<file path="src/rtl/core/min_max_normalizer_defines.svh">
// assertion macros used by the normalizer rtl
`ifndef MIN_MAX_NORMALIZER_DEFINES_SVH
`define MIN_MAX_NORMALIZER_DEFINES_SVH

`ifndef ASSERT_OFF

// same-cycle implication, sampled on clk, off during reset
`define MMN_ASSERT_IMPLY(lbl, ante, cons) \
	lbl: assert property (@(posedge clk) disable iff (!arst_n) (ante) |-> (cons)) \
		else $error("min_max_normalizer assertion failed");

// next-cycle implication, sampled on clk, off during reset
`define MMN_ASSERT_NEXT(lbl, ante, cons) \
	lbl: assert property (@(posedge clk) disable iff (!arst_n) (ante) |=> (cons)) \
		else $error("min_max_normalizer assertion failed");

`else

`define MMN_ASSERT_IMPLY(lbl, ante, cons)
`define MMN_ASSERT_NEXT(lbl, ante, cons)

`endif

`endif

</file>
<file path="src/rtl/core/mmn_pkg.sv">
package mmn_pkg;

	// pixel format
	localparam int VALUE_BITS    = 24;
	localparam int FRACTION_BITS = 8;
	localparam int TARGET_BITS   = 16;
	localparam int OUT_BITS      = 24;

	// divider sizing: quotient stays below target * 2^FRACTION_BITS
	localparam int QUOT_BITS = TARGET_BITS + FRACTION_BITS;
	localparam int PROD_BITS = VALUE_BITS + TARGET_BITS;
	localparam int DVD_BITS  = VALUE_BITS + QUOT_BITS;
	localparam int CNT_BITS  = $clog2(QUOT_BITS + 1);

	// stream widths, padded to whole bytes
	localparam int S_DATA_BITS = ((VALUE_BITS + 7) / 8) * 8;
	localparam int M_DATA_BITS = ((OUT_BITS + 7) / 8) * 8;

	// register map
	localparam int          ADDR_BITS   = 3;
	localparam int          DATA_BITS   = 32;
	localparam logic        REG_TARGET  = 1'b0;
	localparam logic [15:0] TARGET_INIT = 16'd255;

	// request kinds
	localparam logic OP_MEASURE = 1'b0;
	localparam logic OP_SCALE   = 1'b1;

	// running statistics
	typedef struct packed {
		logic signed [VALUE_BITS-1:0] min_v;
		logic signed [VALUE_BITS-1:0] max_v;
		logic                         have;
	} stat_t;

	// divider status
	typedef struct packed {
		logic busy;
		logic done;
	} div_stat_t;

endpackage

</file>
<file path="src/rtl/core/mmn_minmax.sv">
module mmn_minmax (
	input  logic                                  clk,
	input  logic                                  arst_n,
	input  logic                                  upd,
	input  logic                                  first,
	input  logic signed [mmn_pkg::VALUE_BITS-1:0] value,
	output mmn_pkg::stat_t                        stat
);

	logic signed [mmn_pkg::VALUE_BITS-1:0] min_q;
	logic signed [mmn_pkg::VALUE_BITS-1:0] max_q;
	logic                                  have_q;

	// running extremes, restarted by the first flag
	always_ff @(posedge clk or negedge arst_n) begin
		if (!arst_n) begin
			min_q  <= {1'b0, {(mmn_pkg::VALUE_BITS-1){1'b1}}};
			max_q  <= {1'b1, {(mmn_pkg::VALUE_BITS-1){1'b0}}};
			have_q <= 1'b0;
		end else if (upd) begin
			have_q <= 1'b1;
			if (first) begin
				min_q <= value;
				max_q <= value;
			end else begin
				if (value < min_q) begin
					min_q <= value;
				end
				if (value > max_q) begin
					max_q <= value;
				end
			end
		end
	end

	assign stat.min_v = min_q;
	assign stat.max_v = max_q;
	assign stat.have  = have_q;

endmodule

</file>
<file path="src/rtl/core/mmn_div.sv">
module mmn_div (
	input  logic                              clk,
	input  logic                              arst_n,
	input  logic                              start,
	input  logic [mmn_pkg::DVD_BITS-1:0]      dividend,
	input  logic [mmn_pkg::VALUE_BITS-1:0]    divisor,
	output logic [mmn_pkg::QUOT_BITS-1:0]     quotient,
	output mmn_pkg::div_stat_t                stat
);

	localparam int V = mmn_pkg::VALUE_BITS;
	localparam int Q = mmn_pkg::QUOT_BITS;

	logic [V:0]                      rem_q;
	logic [Q-1:0]                    dvd_q;
	logic [V-1:0]                    dsr_q;
	logic [mmn_pkg::CNT_BITS-1:0]    cnt_q;
	logic                            busy_q;
	logic                            done_q;
	logic [V:0]                      trial;
	logic                            fits;

	// one restoring step: shift in the next dividend bit, subtract if it fits
	always_comb begin
		trial = {rem_q[V-1:0], dvd_q[Q-1]};
		fits  = (trial >= {1'b0, dsr_q});
	end

	// payload: partial remainder and dividend/quotient shift register
	always_ff @(posedge clk) begin
		if (start) begin
			rem_q <= {1'b0, dividend[mmn_pkg::DVD_BITS-1:Q]};
			dvd_q <= dividend[Q-1:0];
			dsr_q <= divisor;
		end else if (busy_q) begin
			rem_q <= fits ? (trial - {1'b0, dsr_q}) : trial;
			dvd_q <= {dvd_q[Q-2:0], fits};
		end
	end

	// step counter
	always_ff @(posedge clk or negedge arst_n) begin
		if (!arst_n) begin
			busy_q <= 1'b0;
			done_q <= 1'b0;
			cnt_q  <= '0;
		end else begin
			done_q <= 1'b0;
			if (start) begin
				busy_q <= 1'b1;
				cnt_q  <= '0;
			end else if (busy_q) begin
				if (cnt_q == mmn_pkg::CNT_BITS'(Q - 1)) begin
					busy_q <= 1'b0;
					done_q <= 1'b1;
				end
				cnt_q <= cnt_q + 1'b1;
			end
		end
	end

	assign quotient  = dvd_q;
	assign stat.busy = busy_q;
	assign stat.done = done_q;

endmodule

</file>
<file path="src/rtl/core/min_max_normalizer.sv">
// Min-max normalizer for signed Q15.8 gray pixels. A measure request (tuser[0] = 0)
// folds its value into the registered running minimum and maximum; tuser[1] set on
// a measure restarts both from that value. A scale request (tuser[0] = 1) returns
// floor((value - min) * scale_target * 256 / (max - min)) in unsigned Q16.8,
// clamped to 0..scale_target*256; with nothing measured or max equal to min the
// result is 0 with tuser set. A scale request passes through a set-up step, a
// multiply step that loads the restoring divider, the divider steps (one quotient
// bit per cycle), a step to take the quotient and the output register; values at or
// outside the measured range, a flat range or nothing measured skip the multiply
// and divider steps. The input is not ready while a scale request is in work, so a
// new request is taken only once the previous scale result has gone to the output
// register; a stalled result holds the input off until the output register frees.
// scale_target is the APB register at address 0 (reset 255); min/max reset to the
// most positive/most negative value.
`include "min_max_normalizer_defines.svh"

module min_max_normalizer (
	input  logic                                clk,
	input  logic                                arst_n,
	// configuration port
	input  logic                                psel,
	input  logic                                penable,
	input  logic                                pwrite,
	input  logic [mmn_pkg::ADDR_BITS-1:0]       paddr,
	input  logic [mmn_pkg::DATA_BITS-1:0]       pwdata,
	output logic [mmn_pkg::DATA_BITS-1:0]       prdata,
	output logic                                pready,
	// request stream
	input  logic                                s_tvalid,
	output logic                                s_tready,
	input  logic [mmn_pkg::S_DATA_BITS-1:0]     s_tdata,  // [23:0] value
	input  logic [1:0]                          s_tuser,  // [0] op, [1] first
	// result stream
	output logic                                m_tvalid,
	input  logic                                m_tready,
	output logic [mmn_pkg::M_DATA_BITS-1:0]     m_tdata,  // [23:0] scaled_value
	output logic [0:0]                          m_tuser   // [0] range_zero
);

	localparam int V = mmn_pkg::VALUE_BITS;
	localparam int T = mmn_pkg::TARGET_BITS;

	localparam logic [2:0] ST_IDLE = 3'd0;
	localparam logic [2:0] ST_PREP = 3'd1;
	localparam logic [2:0] ST_MUL  = 3'd2;
	localparam logic [2:0] ST_DIV  = 3'd3;
	localparam logic [2:0] ST_OUT  = 3'd4;

	logic [2:0]                          state_q;
	logic [T-1:0]                        target_q;
	logic signed [V-1:0]                 value_q;
	logic [V-1:0]                        diff_q;
	logic [V-1:0]                        range_q;
	logic [mmn_pkg::OUT_BITS-1:0]        res_q;
	logic                                res_zero_q;
	logic                                m_valid_q;
	logic [mmn_pkg::OUT_BITS-1:0]        m_data_q;
	logic                                m_zero_q;

	logic                                cfg_wr;
	logic                                req_acc;
	logic signed [V-1:0]                 in_value;
	logic                                in_op;
	mmn_pkg::stat_t                      stat;
	mmn_pkg::div_stat_t                  div_stat;
	logic                                div_start;
	logic [mmn_pkg::PROD_BITS-1:0]       product;
	logic [mmn_pkg::DVD_BITS-1:0]        dividend;
	logic [mmn_pkg::QUOT_BITS-1:0]       quotient;
	logic [mmn_pkg::OUT_BITS-1:0]        top_value;

	// configuration register
	assign pready = 1'b1;
	assign cfg_wr = psel & penable & pwrite & pready;

	always_ff @(posedge clk or negedge arst_n) begin
		if (!arst_n) begin
			target_q <= mmn_pkg::TARGET_INIT;
		end else if (cfg_wr && paddr[2] == mmn_pkg::REG_TARGET) begin
			target_q <= pwdata[T-1:0];
		end
	end

	always_comb begin
		prdata = '0;
		if (paddr[2] == mmn_pkg::REG_TARGET) begin
			prdata = mmn_pkg::DATA_BITS'(target_q);
		end
	end

	// request decode
	assign s_tready = (state_q == ST_IDLE);
	assign req_acc  = s_tvalid & s_tready;
	assign in_value = s_tdata[V-1:0];
	assign in_op    = s_tuser[0];

	mmn_minmax u_minmax (
		.clk    (clk),
		.arst_n (arst_n),
		.upd    (req_acc && in_op == mmn_pkg::OP_MEASURE),
		.first  (s_tuser[1]),
		.value  (in_value),
		.stat   (stat)
	);

	// multiply feeds the divider load register directly
	assign product   = mmn_pkg::PROD_BITS'(diff_q) * mmn_pkg::PROD_BITS'(target_q);
	assign dividend  = mmn_pkg::DVD_BITS'(product) << mmn_pkg::FRACTION_BITS;
	assign div_start = (state_q == ST_MUL);
	assign top_value = mmn_pkg::OUT_BITS'(
		mmn_pkg::QUOT_BITS'(target_q) << mmn_pkg::FRACTION_BITS);

	mmn_div u_div (
		.clk      (clk),
		.arst_n   (arst_n),
		.start    (div_start),
		.dividend (dividend),
		.divisor  (range_q),
		.quotient (quotient),
		.stat     (div_stat)
	);

	// scale datapath registers
	always_ff @(posedge clk) begin
		if (req_acc) begin
			value_q <= in_value;
		end
		if (state_q == ST_PREP) begin
			diff_q  <= value_q - stat.min_v;
			range_q <= stat.max_v - stat.min_v;
			if (!stat.have || stat.max_v <= stat.min_v) begin
				res_q      <= '0;
				res_zero_q <= 1'b1;
			end else begin
				res_zero_q <= 1'b0;
				res_q      <= (value_q >= stat.max_v) ? top_value : '0;
			end
		end
		if (state_q == ST_DIV && div_stat.done) begin
			res_q <= mmn_pkg::OUT_BITS'(quotient);
		end
		if (state_q == ST_OUT && (!m_valid_q || m_tready)) begin
			m_data_q <= res_q;
			m_zero_q <= res_zero_q;
		end
	end

	// sequencer
	always_ff @(posedge clk or negedge arst_n) begin
		if (!arst_n) begin
			state_q <= ST_IDLE;
		end else begin
			case (state_q)
				ST_IDLE: begin
					if (req_acc && in_op == mmn_pkg::OP_SCALE) begin
						state_q <= ST_PREP;
					end
				end
				ST_PREP: begin
					if (!stat.have || stat.max_v <= stat.min_v
						|| value_q <= stat.min_v || value_q >= stat.max_v) begin
						state_q <= ST_OUT;
					end else begin
						state_q <= ST_MUL;
					end
				end
				ST_MUL: begin
					state_q <= ST_DIV;
				end
				ST_DIV: begin
					if (div_stat.done) begin
						state_q <= ST_OUT;
					end
				end
				ST_OUT: begin
					if (!m_valid_q || m_tready) begin
						state_q <= ST_IDLE;
					end
				end
				default: begin
					state_q <= ST_IDLE;
				end
			endcase
		end
	end

	// output register valid
	always_ff @(posedge clk or negedge arst_n) begin
		if (!arst_n) begin
			m_valid_q <= 1'b0;
		end else if (state_q == ST_OUT && (!m_valid_q || m_tready)) begin
			m_valid_q <= 1'b1;
		end else if (m_tready) begin
			m_valid_q <= 1'b0;
		end
	end

	assign m_tvalid   = m_valid_q;
	assign m_tdata    = mmn_pkg::M_DATA_BITS'(m_data_q);
	assign m_tuser[0] = m_zero_q;

	// checks
	`MMN_ASSERT_IMPLY(a_zero_flag_zero_value, m_valid_q && m_zero_q, m_data_q == '0)
	`MMN_ASSERT_IMPLY(a_result_in_range, m_valid_q, m_data_q <= top_value)
	`MMN_ASSERT_IMPLY(a_div_done_in_div, div_stat.done, state_q == ST_DIV)
	`MMN_ASSERT_NEXT(a_scale_blocks_input, req_acc && in_op == mmn_pkg::OP_SCALE, !s_tready)

endmodule
</file>
<file path="config.mk">
export PLATFORM = sky130hd
export DESIGN_NAME = min_max_normalizer
export DESIGN_NICKNAME = d
export VERILOG_FILES = /design/src/rtl/core/mmn_pkg.sv /design/src/rtl/core/mmn_minmax.sv /design/src/rtl/core/mmn_div.sv /design/src/rtl/core/min_max_normalizer.sv
export VERILOG_INCLUDE_DIRS = /design/src /design/src/rtl/core
export SDC_FILE = /design/constraint.sdc
export NUM_CORES = 2
export LEC_CHECK = 0
export BUFFER_PORTS_ARGS = -buffer_cell sky130_fd_sc_hd__buf_2
export CAP_MARGIN = 20
export CORE_ASPECT_RATIO = 0.9
export CORE_MARGIN = 4
export CORE_UTILIZATION = 55
export CTS_CLUSTER_DIAMETER = 30
export CTS_CLUSTER_SIZE = 40
export DETAILED_ROUTE_END_ITERATION = 12
export HOLD_SLACK_MARGIN = 0.12
export PLACE_DENSITY = 0.73
export SLEW_MARGIN = 15
export SYNTH_ARGS = -nofsm -noshare
export SYNTH_HDL_FRONTEND = slang
export SYNTH_SLANG_ARGS = --single-unit
</file>
<file path="constraint.sdc">
create_clock -name clk -period 11.7 [get_ports clk]
set_input_delay 1.17 -clock clk [delete_from_list [all_inputs] [get_ports clk]]
set_output_delay 1.17 -clock clk [all_outputs]
set_load 0.02 [all_outputs]
</file>
==> run_results.csv <==
group,metric,value,unit
die,start_util,55.9,%
clock_tree,cts.path.max_buffers,3,
logic_synthesis,synth-seq-cells,270,
detailed_routing,routedWlPerCell,18.2,µm
placed_design,gp_congestion,0.937,
sta,max_slew.worst_pin.slew,1.10,ns
die,die_x,244,µm
global_routing,grt_pass1_vias,20781,
sta,report.final.slew_viol_count,0,
sta,setup_tns,0,ns
logic_synthesis,yosysSeqAreaShare,27.8,%
global_routing,antenna_found_initial,0,
clock_tree,cts_root_buf,"clkbuf_16",
detailed_routing,drt_iter0_drc,1244,
logic_synthesis,yosysWarnings,0,
setup_path,crit_top_cell,"fa_1",
sta,hold_viol,0,
sta,rsz0062_at_grt,"no",
clock_tree,clk_pin_slew_worst_paths,0.06,ns
setup_path,worstSetupStartpointType,"flop",
detailed_routing,first_pass_iters,6,
logic_synthesis,syn_area,27600,µm²
sta,timing.final.crit_period,7.59,ns
sta,finalCritPeriodShare,64.8,%
finish,drive_gt1_share,10.6,%
logic_synthesis,synthCells,2771,
logic_synthesis,synthAdderAreaFrac,34.0,%
logic_synthesis,synth_flop_cell,"edfxtp_1",
setup_path,cp_data_required_time,11.98,ns
detailed_routing,vias,19732,
logic_synthesis,synth_xor_area_share,2.95,%
clock_tree,clkSinkCount,270,
finish,final_cell_mix,"inv_1, fa_1, nand2_1",
detailed_routing,postRouteAntennaNets,0,
sta,fin_skew,0.0227,ns
clock_tree,htreeDepth,2,
clock_tree,tritoncts,"built",
setup_path,end_kind,"flop",
setup_path,r2r-start,"target_q[12]",
global_routing,grt_use_total,24.4,%
clock_tree,post-cts-setup-buffer-count,0,
detailed_routing,vias_per_cell,5.60,
logic_synthesis,synth.area.mux_share,3.48,%
logic_synthesis,ys_async_sr_fraction,28.1,%
hold_path,hold_class,"flop to flop",
die,ioPinCount,128,
setup_path,crit_chain,"nand2_1 > fa_1 > inv_1 > fa_1 > fa_1 > fa_1 > fa_1 > inv_1 > fa_1 > inv_1 > ha_1 > a21oi_1 > o21ai_1 > a2111oi_0 > a21boi_1 > o31ai_2 > a41oi_2 > nand2b_1 > a2111oi_0 > nor3_1",
sta,final-setup-viol-count,0,
clock_tree,worstSkewPairLatency,0.56,ns
clock_tree,cts_resized,0,
setup_path,r2r_slack,4.11,ns
placed_design,portBuffers,92,
setup_path,startpoint,"target_q[12]",
die,rows,77,
global_routing,grt_max_degree,60,
logic_synthesis,synth_edf_count,186,
die,core-area,49400,µm²
setup_path,cp_data_arrival_time,7.86,ns
finish,syn_to_final_growth,9.10,%
die,die-area,53900,µm²
logic_synthesis,synth.distinct_cells,86,
sta,max_freq,0.132,GHz
finish,final_common_cell,"inv_1",
finish,finalNetCount,3449,
global_routing,grt_pass1_wl,107000,µm
detailed_routing,drc,0,
detailed_routing,wl,64200,µm
hold_path,worstHoldStart,"range_q[13]",
finish,antenna_cells,0,
logic_synthesis,yosys.area_share.simple,13.5,%
die,die_y,221,µm
logic_synthesis,synth_top_family_by_area,"adder cells",
logic_synthesis,post_synth.cell_area_avg,9.98,µm²
setup_path,crit_path_max_incr_delay,1.03,ns
setup_path,slowest_stage,"dfrtp_1",
logic_synthesis,synth-compound-area-share,9.92,%
global_routing,overflow,0,
run_status,status,"complete, no violations",
clock_tree,cts_made_buffers,46,
job,maxCapViolCount,0,
placed_design,hpwl,50000,µm
setup_path,path_class,"flop to flop",
clock_tree,hold_buffers,0,
setup_path,cp_max_fo,27,
sta,slew_headroom,26.7,%
[logic make-up after synthesis]
| family | Yosys count |
|---|---|
| buffers and inverters | 586 |
| adders and majority gates | 565 |
| AOI/OAI and AO/OA | 416 |
| other | 2 |
| xor gates and xnor gates | 93 |
| DFF | 270 |
| muxes | 81 |
| and+or+nand+nor | 758 |
[per-layer routing]
layer  up-vias  part of all wire, %  GRT usage (%)
met1      9812                   44           33.1
met3       117                  5.9           3.14
met4         0                  2.2           5.76
met2       597                   48           42.4
met5         -                    0              0
li1       9206                    -              -
[final timing paths]
kind	endpoint	cells after the start
min in group asynchronous	u_minmax.max_q[11]	1
setup / recovery	u_div.rem_q[15]	20
max in group asynchronous	target_q[14]	2
setup reg to reg	u_div.rem_q[15]	20
hold / removal	u_div.dsr_q[13]	0
hold reg to reg	u_div.dsr_q[13]	0
[stage by stage]
stage | area (µm²) | instances | hold WS (ns) | util (%) | worst slack [ns]
detailed placement | 28500 | 3436 | 0.405 | 57.8 | 4.07
global route | 30200 | 3525 | 0.425 | 61.0 | 3.77
finish | 30200 | 3525 | 0.413 | 61.0 | 4.11
global placement | 28500 | 3436 | 0.401 | 57.8 | 4.28
floorplan | 27700 | 2786 | 0.400 | - | 4.91
CTS | 30100 | 3522 | 0.410 | 60.9 | 4.08
[area by class of cell]
cell class,instances,area [µm²]
Inverter,461,1730
Clock inverter,33,324
Tap cell,671,840
Fill cell,4016,19300
Clock buffer,53,1220
Timing Repair Buffer,107,621
Sequential cell,270,7690
Multi-Input combinational cell,1930,17700
[critical path, delay by kind of cell (launching register included)]
family / cells / cell delay (ns)
buf+inv: 3 / 0.15
compound gates: 7 / 2.16
flops: 1 / 1.03
fa+ha+maj: 7 / 3.55
simple gates: 3 / 0.41
[synth_stat cells (all sizes together) (4+ instances only)]
cell     number  area [µm²]
a221oi        4        35.0
o311ai        5        43.8
and2        171        1070
nor2b        39         244
and3         17         106
o21bai        7        52.6
nand3        45         225
mux2i        17         170
a2111oi       6        53.8
dfxtp         8         160
or4           5        41.3
a21boi        5        37.5
ha          256        3200
a21o         59         443
nand4        24         150
mux2         64         792
dfstp        32         841
clkbuf       99         372
o2111ai       4        35.0
o21ai        74         370
xor2         42         368
a31oi        19         140
a21oi       125         626
nor2         84         315
o21a         18         135
or3           6        37.5
nor3         31         160
a211oi       28         215
xnor2        51         447
a22o         17         149
o211ai       10        75.1
buf          26         201
edfxtp      186        5590
inv         461        1730
dfrtp        44        1100
nand2b       18         113
fa          309        6190
nand2       299        1120
[flip-flops by register name, indices dropped and copies added (netlist names), 3 cells and up]
signal and flops:
value_q 24, state_q 3, u_div.rem_q 24, u_div.cnt_q 5, diff_q 24, u_div.dsr_q 24
range_q 24, u_minmax.min_q 24, m_tdata 24, res_q 24, target_q 16, u_div.quotient 24
u_minmax.max_q 24
Power is left out: the tool's default activity adds up to more than one toggle a clock period on the data nets, which glitch-free logic cannot reach.
